<file path="config.mk">
export PLATFORM = sky130hd
export DESIGN_NAME = length_prefixed_frame_deframer_core
export DESIGN_NICKNAME = d
export VERILOG_FILES = /design/src/rtl/lpfd_pkg.sv /design/src/rtl/lpfd_parser.sv /design/src/rtl/lpfd_out_buf.sv /design/src/rtl/length_prefixed_frame_deframer_core.sv
export SDC_FILE = /design/constraint.sdc
export NUM_CORES = 1
export LEC_CHECK = 0
export BUFFER_PORTS_ARGS = -buffer_cell sky130_fd_sc_hd__buf_2
export CORE_AREA = 2 2 118 206
export DETAILED_ROUTE_END_ITERATION = 8
export DIE_AREA = 0 0 120 208
export PLACE_DENSITY = 0.72
export RECOVER_POWER = 50
export SKIP_LAST_GASP = 1
export SLEW_MARGIN = 30
export SYNTH_ARGS = -nofsm -noshare
export SYNTH_HDL_FRONTEND = slang
export SYNTH_SLANG_ARGS = --single-unit
</file>
<file path="constraint.sdc">
create_clock -name clock -period 5.5 [get_ports clock]
set_input_delay 0.275 -clock clock [delete_from_list [all_inputs] [get_ports clock]]
set_output_delay 0.275 -clock clock [all_outputs]
set_load 0.01 [all_outputs]
</file>
<file path="src/rtl/lpfd_pkg.sv">
`default_nettype none
package lpfd_pkg;

   localparam int HEADER_BYTES_DEF = 4;
   localparam int LEN_W            = 32;
   localparam int CSR_IDX_W        = 1;

   localparam logic [LEN_W-1:0] WIRE_LIMIT_RST  = 32'd16777216;
   localparam logic [LEN_W-1:0] PARSE_LIMIT_RST = 32'd1048576;

   localparam logic [CSR_IDX_W-1:0] CSR_WIRE_LIMIT  = 1'd0;
   localparam logic [CSR_IDX_W-1:0] CSR_PARSE_LIMIT = 1'd1;

   localparam logic [1:0] ST_BYTE      = 2'd0;
   localparam logic [1:0] ST_EMPTY     = 2'd1;
   localparam logic [1:0] ST_TOO_LARGE = 2'd2;

   typedef struct packed {
      logic [1:0]       status;
      logic [7:0]       payload_byte;
      logic             last_byte;
      logic [LEN_W-1:0] declared_length;
   } rsp_type;

endpackage
`default_nettype wire

</file>
<file path="src/rtl/lpfd_parser.sv">
`default_nettype none
module lpfd_parser #(
   parameter int HEADER_BYTES = lpfd_pkg::HEADER_BYTES_DEF
) (
   input  wire                           clock,
   input  wire                           reset,
   input  wire                           csr_we,
   input  wire [lpfd_pkg::CSR_IDX_W-1:0] csr_index,
   input  wire [lpfd_pkg::LEN_W-1:0]     csr_wdata,
   input  wire                           in_accept,
   input  wire [7:0]                     in_byte,
   output logic                          out_push,
   output lpfd_pkg::rsp_type             out_item
);
   import lpfd_pkg::*;

   localparam int HDR_W = 8 * HEADER_BYTES;
   localparam int CNT_W = (HEADER_BYTES > 1) ? $clog2(HEADER_BYTES) : 1;
   localparam int CMP_W = HDR_W + LEN_W;
   localparam logic [CNT_W-1:0] LAST_CNT = CNT_W'(HEADER_BYTES - 1);

   localparam logic [1:0] PH_HEADER  = 2'd0;
   localparam logic [1:0] PH_PAYLOAD = 2'd1;
   localparam logic [1:0] PH_DRAIN   = 2'd2;

   logic [1:0]       phase_ff, phase_in;
   logic [CNT_W-1:0] cnt_ff, cnt_in;
   logic [HDR_W-1:0] hdr_ff, hdr_in;
   logic [LEN_W-1:0] left_ff, left_in;
   logic [LEN_W-1:0] wire_limit_ff, parse_limit_ff;

   logic [HDR_W-1:0] declared;
   logic [LEN_W-1:0] left_dec;
   logic             over_wire, over_parse;

   assign declared   = hdr_ff | (HDR_W'(in_byte) << {cnt_ff, 3'b000});
   assign left_dec   = (left_ff == '0) ? '0 : left_ff - 1'b1;
   assign over_wire  = CMP_W'(declared) > CMP_W'(wire_limit_ff);
   assign over_parse = CMP_W'(declared) > CMP_W'(parse_limit_ff);

   always_comb begin
      phase_in = phase_ff;
      cnt_in   = cnt_ff;
      hdr_in   = hdr_ff;
      left_in  = left_ff;
      out_push = 1'b0;
      out_item = '{status: ST_BYTE, payload_byte: 8'd0, last_byte: 1'b0,
                   declared_length: '0};
      if (in_accept) begin
         unique case (phase_ff)
            PH_PAYLOAD: begin
               out_push               = 1'b1;
               out_item.payload_byte  = in_byte;
               out_item.last_byte     = (left_ff <= 32'd1);
               left_in                = left_dec;
               if (left_dec == '0) phase_in = PH_HEADER;
            end
            PH_DRAIN: begin
               left_in = left_dec;
               if (left_dec == '0) phase_in = PH_HEADER;
            end
            default: begin
               phase_in = PH_HEADER;
               if (cnt_ff == LAST_CNT) begin
                  cnt_in = '0;
                  hdr_in = '0;
                  priority if (over_wire) begin
                     out_push                 = 1'b1;
                     out_item.status          = ST_TOO_LARGE;
                     out_item.declared_length = LEN_W'(declared);
                     left_in                  = '0;
                  end else if (over_parse) begin
                     left_in  = LEN_W'(declared);
                     phase_in = PH_DRAIN;
                  end else if (declared == '0) begin
                     out_push        = 1'b1;
                     out_item.status = ST_EMPTY;
                  end else begin
                     left_in  = LEN_W'(declared);
                     phase_in = PH_PAYLOAD;
                  end
               end else begin
                  cnt_in = CNT_W'(cnt_ff + 1'b1);
                  hdr_in = declared;
               end
            end
         endcase
      end
   end

   always_ff @(posedge clock) begin
      if (reset) begin
         phase_ff       <= PH_HEADER;
         cnt_ff         <= '0;
         hdr_ff         <= '0;
         left_ff        <= '0;
         wire_limit_ff  <= WIRE_LIMIT_RST;
         parse_limit_ff <= PARSE_LIMIT_RST;
      end else begin
         phase_ff <= phase_in;
         cnt_ff   <= cnt_in;
         hdr_ff   <= hdr_in;
         left_ff  <= left_in;
         if (csr_we) begin
            unique case (csr_index)
               CSR_WIRE_LIMIT:  wire_limit_ff  <= csr_wdata;
               CSR_PARSE_LIMIT: parse_limit_ff <= csr_wdata;
               default:         ;
            endcase
         end
      end
   end

endmodule
`default_nettype wire

</file>
<file path="src/rtl/lpfd_out_buf.sv">
`default_nettype none
module lpfd_out_buf (
   input  wire                    clock,
   input  wire                    reset,
   input  wire                    push,
   input  wire lpfd_pkg::rsp_type push_item,
   output logic                   can_take,
   output logic                   out_valid,
   input  wire                    out_ready,
   output lpfd_pkg::rsp_type      out_item
);
   import lpfd_pkg::*;

   rsp_type    ent_ff [2];
   logic       wr_ptr_ff, rd_ptr_ff;
   logic [1:0] count_ff, count_in;
   logic       pop;

   assign can_take  = (count_ff != 2'd2);
   assign out_valid = (count_ff != 2'd0);
   assign out_item  = ent_ff[rd_ptr_ff];
   assign pop       = out_valid && out_ready;
   assign count_in  = 2'(count_ff + {1'b0, push} - {1'b0, pop});

   always_ff @(posedge clock) begin
      if (push) ent_ff[wr_ptr_ff] <= push_item;
   end

   always_ff @(posedge clock) begin
      if (reset) begin
         wr_ptr_ff <= 1'b0;
         rd_ptr_ff <= 1'b0;
         count_ff  <= 2'd0;
      end else begin
         if (push) wr_ptr_ff <= ~wr_ptr_ff;
         if (pop)  rd_ptr_ff <= ~rd_ptr_ff;
         count_ff <= count_in;
      end
   end

endmodule
`default_nettype wire

</file>
<file path="src/rtl/length_prefixed_frame_deframer_core.sv">
// Length-prefixed frame deframer.
// req_ carries one stream byte per item (req_data_byte). Each frame is a
// HEADER_BYTES little-endian length followed by that many payload bytes.
// rsp_ gives at most one item per byte: a payload byte with rsp_last_byte
// on the final one, an empty-frame report, or a too-large error with the
// declared length. Length bytes other than the last, and drained bytes
// of a frame over parse_limit, give no item.
// csr_ writes wire_limit (index 0) and parse_limit (index 1); write them
// only while the block is idle.
// Throughput: one byte per cycle while req_ready is high. The item caused
// by a byte enters the result queue when req_ accepts it; the per-byte
// step is two length compares and one counter decrement, at accept time.
// A two-entry result queue parts the channels: req_ready stays high while
// one result waits, and drops only when both entries are held by a
// stalled receiver. Reset returns the parser to header collection, loads
// the default limits, empties the queue and holds req_ready low.
`default_nettype none
module length_prefixed_frame_deframer_core #(
   parameter int HEADER_BYTES = lpfd_pkg::HEADER_BYTES_DEF
) (
   input  wire                           clock,
   input  wire                           reset,
   input  wire                           csr_we,
   input  wire [lpfd_pkg::CSR_IDX_W-1:0] csr_index,
   input  wire [lpfd_pkg::LEN_W-1:0]     csr_wdata,
   input  wire                           req_valid,
   output logic                          req_ready,
   input  wire [7:0]                     req_data_byte,
   output logic                          rsp_valid,
   input  wire                           rsp_ready,
   output logic [1:0]                    rsp_status,
   output logic [7:0]                    rsp_payload_byte,
   output logic                          rsp_last_byte,
   output logic [lpfd_pkg::LEN_W-1:0]    rsp_declared_length
);
   import lpfd_pkg::*;

   logic    accept;
   logic    push;
   logic    buf_free;
   rsp_type push_item;
   rsp_type head_item;

   assign req_ready = buf_free && !reset;
   assign accept    = req_valid && req_ready;

   lpfd_parser #(.HEADER_BYTES(HEADER_BYTES)) u_parser (
      .clock     (clock),
      .reset     (reset),
      .csr_we    (csr_we),
      .csr_index (csr_index),
      .csr_wdata (csr_wdata),
      .in_accept (accept),
      .in_byte   (req_data_byte),
      .out_push  (push),
      .out_item  (push_item)
   );

   lpfd_out_buf u_out_buf (
      .clock     (clock),
      .reset     (reset),
      .push      (push),
      .push_item (push_item),
      .can_take  (buf_free),
      .out_valid (rsp_valid),
      .out_ready (rsp_ready),
      .out_item  (head_item)
   );

   assign rsp_status          = head_item.status;
   assign rsp_payload_byte    = head_item.payload_byte;
   assign rsp_last_byte       = head_item.last_byte;
   assign rsp_declared_length = head_item.declared_length;

endmodule
`default_nettype wire

</file>
Yosys cells after proc, flatten, opt, wreduce, memory -nomap -nowiden
Memory sizes are Yosys's and may differ from the RTL's. A register that Yosys moved wholly into a read port is not among the register bits.
Cells that the tools add are included.

cells by class
  equal/unequal tests = 6
  bitwise gates (word level) = 5
  magnitude comparators = 3
  shift operators = 1
  $mul = 0
  $add $sub $neg = 4
  div/mod/pow operators = 0
  reductions and logical operators = 15
  multiplexer cells = 34

operators with widths
  operator                                                                           number
  32-bit two-way mux                                                                 10
  32-bit logical NOT                                                                 3
  32-bit greater-than comparator                                                     2
  43-bit two-way mux                                                                 1
  32-bit by 1-bit less-or-equal comparator with 1-bit output, second input constant  1
  32-bit OR                                                                          1
  8-bit by 5-bit << shifter with 32-bit output                                       1
  32-bit by 1-bit subtractor with 32-bit output, second input constant               1
  2-bit two-way mux                                                                  10
  1-bit two-way mux                                                                  11
  9-bit two-way mux                                                                  1
  2-bit AND reduction                                                                4
  2-bit equality test, second input constant                                         2
  4-bit by 2-bit != test with 1-bit output, second input constant                    1
  1-bit inverter                                                                     4
  2-bit nonzero test                                                                 2
  1-bit logical AND                                                                  3
  3-bit AND reduction                                                                1
  2-bit by 1-bit adder with 2-bit output                                             1
  2-bit by 1-bit adder with 2-bit output, second input constant                      1
  2-bit by 1-bit equality test with 1-bit output, second input constant              1
  2-bit by 1-bit != test with 1-bit output, second input constant                    1
  2-bit != test, second input constant                                               1
  1-bit case mux with 2 select lines                                                 1
  3 further kinds                                                                    3

word-level totals
  memory bits (read-only) = 0
  memories kept = 1
  output and inout bits = 45
  memory bits (writable) = 86
  bits in registers = 136
  word-level logic and storage cells = 78
  latch bits = 0

memories
  memory            depth  bits a word  read ports  clocked after memory_dff  wr ports  RTL line            RTL
  u_out_buf.ent_ff  2      43           1           1                         1         lpfd_out_buf.sv:14  rsp_type ent_ff [2];

Longest topological paths before layout
  depth in word-level cells = 11
  gate-level depth with buffers = 19
  gate-level depth less buffers = 17

Cells and area by module
Synthesis repeated with hierarchy kept, for this count alone.

unflattened totals
  cell total of the unflattened synthesis = 1,295
  area total of the unflattened synthesis = 11,742.5 um^2

modules (own cells, without submodules)
  module                               seq. area each (um^2)  cells each  times used  area each (um^2)
  lpfd_parser                          2,642.5                1,136       1           8,214.1
  lpfd_out_buf                         2,682.6                157         1           3,513.4
  length_prefixed_frame_deframer_core  0.0                    2           1           15.0

Least setup slack after synthesis
OpenSTA, ideal clock, no wires.

  path kind = reg2reg
  start point = register u_parser.cnt_ff[0]
  end point = memory u_out_buf.ent_ff[1][0] (netlist bit), enable pin
  clock period less this slack = 5.275 ns
  arrival = 4.826 ns
  stages on the path, launching flop included = 15
  library setup time = 0.448 ns
  slack = 0.225 ns
  cells stage by stage = dfxtp_1 buf_2 and2_1 clkbuf_1 a21oi_1 inv_1 ha_1 a21oi_1 o21ai_0 a2111o_1 a211oi_1 o32a_1 nand2b_1 a221o_1 nor2b_1

on the way
  longest elaborated chain between the ends = 11
  elaborated cells between the ends (all ways) = 14

RTL lines
  element                                                                 RTL line            RTL
  start: declaration                                                      lpfd_parser.sv:27   logic [CNT_W-1:0] cnt_ff, cnt_in;
  start signal: assignment                                                lpfd_parser.sv:101  cnt_ff <= cnt_in;
  branches (longest 6 deep; another with 32-bit greater-than comparator)  n/a
  1-bit two-way mux (*)                                                   lpfd_parser.sv:64   if (cnt_ff == LAST_CNT) begin
  1-bit case mux with 2 select lines (*)                                  lpfd_parser.sv:50   unique case (phase_ff)
  1-bit two-way mux (*)                                                   lpfd_parser.sv:49   if (in_accept) begin
  1-bit two-way mux (*)                                                   lpfd_out_buf.sv:26  if (push) ent_ff[wr_ptr_ff] <= push_item;
  1-bit two-way mux (not written as such) (*)                             lpfd_out_buf.sv:26
  end: declaration                                                        lpfd_out_buf.sv:14

Every way passes the cells marked *.

Worst setup path in the final report
  start point = register u_parser.cnt_ff[0]
  end point = register u_out_buf.count_ff[1]

on the way
  longest elaborated chain between the ends = 11
  elaborated cells between the ends (all ways) = 14

RTL lines
  element                                                                 RTL line            RTL
  branches (longest 6 deep; another with 32-bit greater-than comparator)  n/a
  1-bit two-way mux (*)                                                   lpfd_parser.sv:64
  1-bit case mux with 2 select lines (*)                                  lpfd_parser.sv:50
  1-bit two-way mux (*)                                                   lpfd_parser.sv:49
  2-bit by 1-bit adder with 2-bit output (*)                              lpfd_out_buf.sv:23  assign count_in = 2'(count_ff + {1'b0, push} - {1'b0, pop});
  2-bit by 1-bit subtractor with 2-bit output (*)                         lpfd_out_buf.sv:23
  end signal: assignment                                                  lpfd_out_buf.sv:37  count_ff <= count_in;
  end: declaration                                                        lpfd_out_buf.sv:16  logic [1:0] count_ff, count_in;

Marked as above.
A chain may end at the register's enable or synchronous reset.

==> flow_summary.ini <==
[outcome]
status = finished with violations
violations = max-capacitance violations, max-slew violations

[setup_path]
cpMaxStageDelayCell = a21oi_1
path_delay_family = compound AO/OA/AOI/OAI gates
start_kind = register
cp_num_buf_inv = 2
critPathCaptureType = register
r2r_slack_ns = 0.65
reg2reg_to = u_out_buf.count_ff[1]$_SDFF_PP0_
cp_cell_sequence = nor2b_1 -> a21oi_1 -> inv_1 -> ha_1 -> nand4_1 -> nor4_1 -> and4bb_2 -> o21bai_1 -> o32a_1 -> nand2b_1 -> a221o_1 -> ha_1 -> inv_1 -> ha_1 -> xor2_1 -> xnor2_1 -> nor2_1
arrival_ns = 5.15
worstSetupPathType = reg -> reg
worstReg2RegStart = u_parser.cnt_ff[0]$_SDFFE_PP0P_
reg2reg_depth = 17
cpPeakStageDelay_ns = 0.66
cp.required_ns = 5.80
cp_common_cell = ha_1
crit_path_max_fanout = 11

[grt]
track_usage = 0.2599
grt_pass1_wl_mm = 50.72
grtUsageMet1 = 0.2977
top_usage_layer = met2
use_met2 = 0.4453
grt_pass1_vias = 9317
antenna_found_initial = 0
grt_max_degree = 51
globalRouteOverflowTotal = 0
met3_usage = 0.02988

[cells_and_area]
diodes = 0
nFillCells = 2161
stdcell_count = 1637
final_nets = 1436
area_growth_syn_to_layout_pct = 11.27
drive_gt1_frac = 0.1170

[route]
drtAntennaViolNets = 0
drc = 0
wl_mm = 32.73
drtIter0Drc = 750
dr.pass1.iters = 5
wl_per_cell_um = 19.99
avgViaCountPerCell = 5.787
dr_total_vias = 9474

[clock_tree]
clk_pin_slew_ns = 0.06
clk-insertion-delay-late_ns = 0.51
cts_tree = built
cts.sinks = 223
clock_path_buffers = 3
clockRootBuffer = clkbuf_16
cts-resized-gates = 0
cts_buffers = 21
htree_levels = 1
hold_buffers = 1
cts_setup_buffers = 0

[power_and_ir_drop]
p_sw_mw = 1.015
p_per_area_nw_per_um2 = 297.5
seqPwrFrac = 0.474
power_switching_share = 0.2676
p_clk_frac = 0.381
ir_worst_vdd_v = 0.0002351
p_int_mw = 2.779
comb_power_share = 0.145
power_leakage_nw = 4.876

[min_path]
hold_class = in -> reg
min_to = u_parser.parse_limit_ff[7]$_SDFFE_PP0P_
hold_path_depth = 3
hp-start = csr_wdata[7]

[placed_design]
gp_congestion = 0.9640
dp_cells = 1599
portBuffers = 90
hpwl_mm = 23.95

[die]
start_util = 0.4932
rows = 74
fp.dieW_um = 120
core_area_um2 = 23240
ios = 91
die-area_um2 = 24960
die_y_um = 208

[synthesis]
synth-adder-area-share = 0.07750
synthMuxAreaShare = 0.04399
synth-seq-cells = 223
ys_types = 73
yosysTopAreaCell = dfxtp_1
synth_top_family_by_area = simple AND/OR/NAND/NOR gates
async_flop_share = 0
ys_seq_area_frac = 0.4646
ys_top_cells_by_area = dfxtp_1, edfxtp_1, ha_1, a21oi_1, nand2_1
synth_top_area_frac = 0.2393
synth_edf_count = 86
synthTopCellsByCount = a21oi_1, nand2_1, dfxtp_1, inv_1, nor2_1
synth_compound_area_frac = 0.1608
synth.cell_area_um2 = 11460
avgSynthCellArea_um2 = 9.061
yosys.area_share.xor_xnor = 0.01605
synthFlopType = dfxtp_1
synth-simple-area-share = 0.1711
synth.net_count = 1382
synth_cells = 1265
yosysWarnings = 0

[timing]
fmaxAchievable_mhz = 206.3
max_slew.worst_pin.slew_ns = 2.385
slew_headroom = -0.5901
timing.hold.ws_ns = 0.01018
finalSetupTns_ns = 0
setup_viol = 0
finalHoldViolations = 0
finClkSkew_ns = 0.01474
slew_viol_final = 177
fin_crit_ns = 4.847
fin_crit_sh = 0.8813
rsz0062_at_grt = false

[job]
maxCapViolations = 4
==> kinds of logic after synthesis <==
| family | Yosys count |
|---|---|
| AOI/OAI and AO/OA | 295 |
| xor gates and xnor gates | 21 |
| adders and majority gates | 71 |
| buffers and inverters | 196 |
| DFF | 223 |
| muxes | 45 |
| and+or+nand+nor | 414 |
==> power groups by stage <==
| stage | clock [mW] | sequential (mW) | combinational, mW |
|---|---|---|---|
| after floorplan | 0 | 1.79 | 0.403 |
| after global placement | 0 | 1.83 | 0.541 |
| after detailed placement | 0 | 1.84 | 0.547 |
| after CTS | 1.47 | 1.80 | 0.551 |
| after global routing | 1.52 | 1.81 | 0.609 |
| final | 1.45 | 1.80 | 0.552 |
==> final cells by class <==
cell class                      instances  area (µm²)  area share
Timing Repair Buffer                  112       555.5     0.04356
Clock buffer                           29       606.8     0.04758
Tap cell                              304       380.4     0.02982
Inverter                              115       431.7     0.03385
Clock inverter                          8       75.07    0.005886
Multi-Input combinational cell        846        5379      0.4218
Sequential cell                       223        5325      0.4175
==> through the flow <==
step	total power [mW]	utilization	cell area (µm²)	setup slack [ns]
after CTS	3.820	0.5527	12840	0.7878
after global placement	2.375	0.5227	12150	0.8667
after floorplan	2.196	-	11460	0.2254
after global routing	3.937	0.5488	12750	0.4079
final	3.795	0.5488	12750	0.6528
after detailed placement	2.382	0.5229	12150	0.8054
==> registers in the layout, summed over array words and instances, names as in the netlist, 2 cells and up, named ones only <==
signal,flops
u_out_buf.ent_ff,86
u_parser.parse_limit_ff,32
u_parser.wire_limit_ff,32
u_parser.phase_ff,2
u_parser.hdr_ff,32
u_out_buf.count_ff,2
u_parser.cnt_ff,2
u_parser.left_ff,32
==> worst max-delay path by stage <==
| stage | cells past startpoint | endpoint | start |
|---|---|---|---|
| 2_1_floorplan | 14 | u_out_buf.ent_ff[1][0]$_DFFE_PP_ | u_parser.cnt_ff[0]$_SDFFE_PP0P_ |
| 3_3_place_gp | 17 | u_out_buf.count_ff[1]$_SDFF_PP0_ | u_parser.cnt_ff[0]$_SDFFE_PP0P_ |
| 3_5_place_dp | 17 | u_out_buf.count_ff[1]$_SDFF_PP0_ | u_parser.cnt_ff[0]$_SDFFE_PP0P_ |
| 4_1_cts | 17 | u_out_buf.count_ff[1]$_SDFF_PP0_ | u_parser.cnt_ff[0]$_SDFFE_PP0P_ |
| 5_1_grt | 17 | u_out_buf.count_ff[1]$_SDFF_PP0_ | u_parser.cnt_ff[0]$_SDFFE_PP0P_ |
| 6_report | 17 | u_out_buf.count_ff[1]$_SDFF_PP0_ | u_parser.cnt_ff[0]$_SDFFE_PP0P_ |
==> metal layers <==
layer  vias to the layer above  wire (µm)
met5                         -          0
met4                         0       2531
met3                       117       1634
met2                       364      16310
met1                      4417      12260
li1                       4576          -
==> cell usage in the layout, fill, tap and decap left out, types with 8 or more instances in the layout <==
master / Yosys / final
nor3_1: 44 / 44
nor2b_1: 9 / 8
dfxtp_1: 137 / 137
nand2_1: 167 / 167
nand4_1: 18 / 18
nand3_1: 9 / 9
clkbuf_1: 66 / 46
nor2_1: 97 / 96
a22oi_1: 8 / 8
nor4_1: 19 / 21
o22ai_1: 12 / 12
a211oi_1: 18 / 18
edfxtp_1: 86 / 86
o21ai_0: 22 / 22
xnor2_1: 14 / 14
o32ai_1: 9 / 9
a32o_1: 13 / 13
a21oi_1: 167 / 166
and3_1: 10 / 9
inv_1: 114 / 114
clkbuf_16: 0 / 21
mux2_2: 43 / 37
buf_2: 8 / 49
buf_4: 1 / 18
ha_1: 71 / 71
==> worst register-to-register path: stages, from the launching register on <==
cell and delay, ns:
dfxtp_1 0.54, nor2b_1 0.24, a21oi_1 0.66, inv_1 0.18
ha_1 0.33, nand4_1 0.14, nor4_1 0.46, and4bb_2 0.33
o21bai_1 0.14, o32a_1 0.21, nand2b_1 0.09, a221o_1 0.42
ha_1 0.33, inv_1 0.06, ha_1 0.15, xor2_1 0.17
xnor2_1 0.14, nor2_1 0.05
Power figures use the tool's default switching activity.
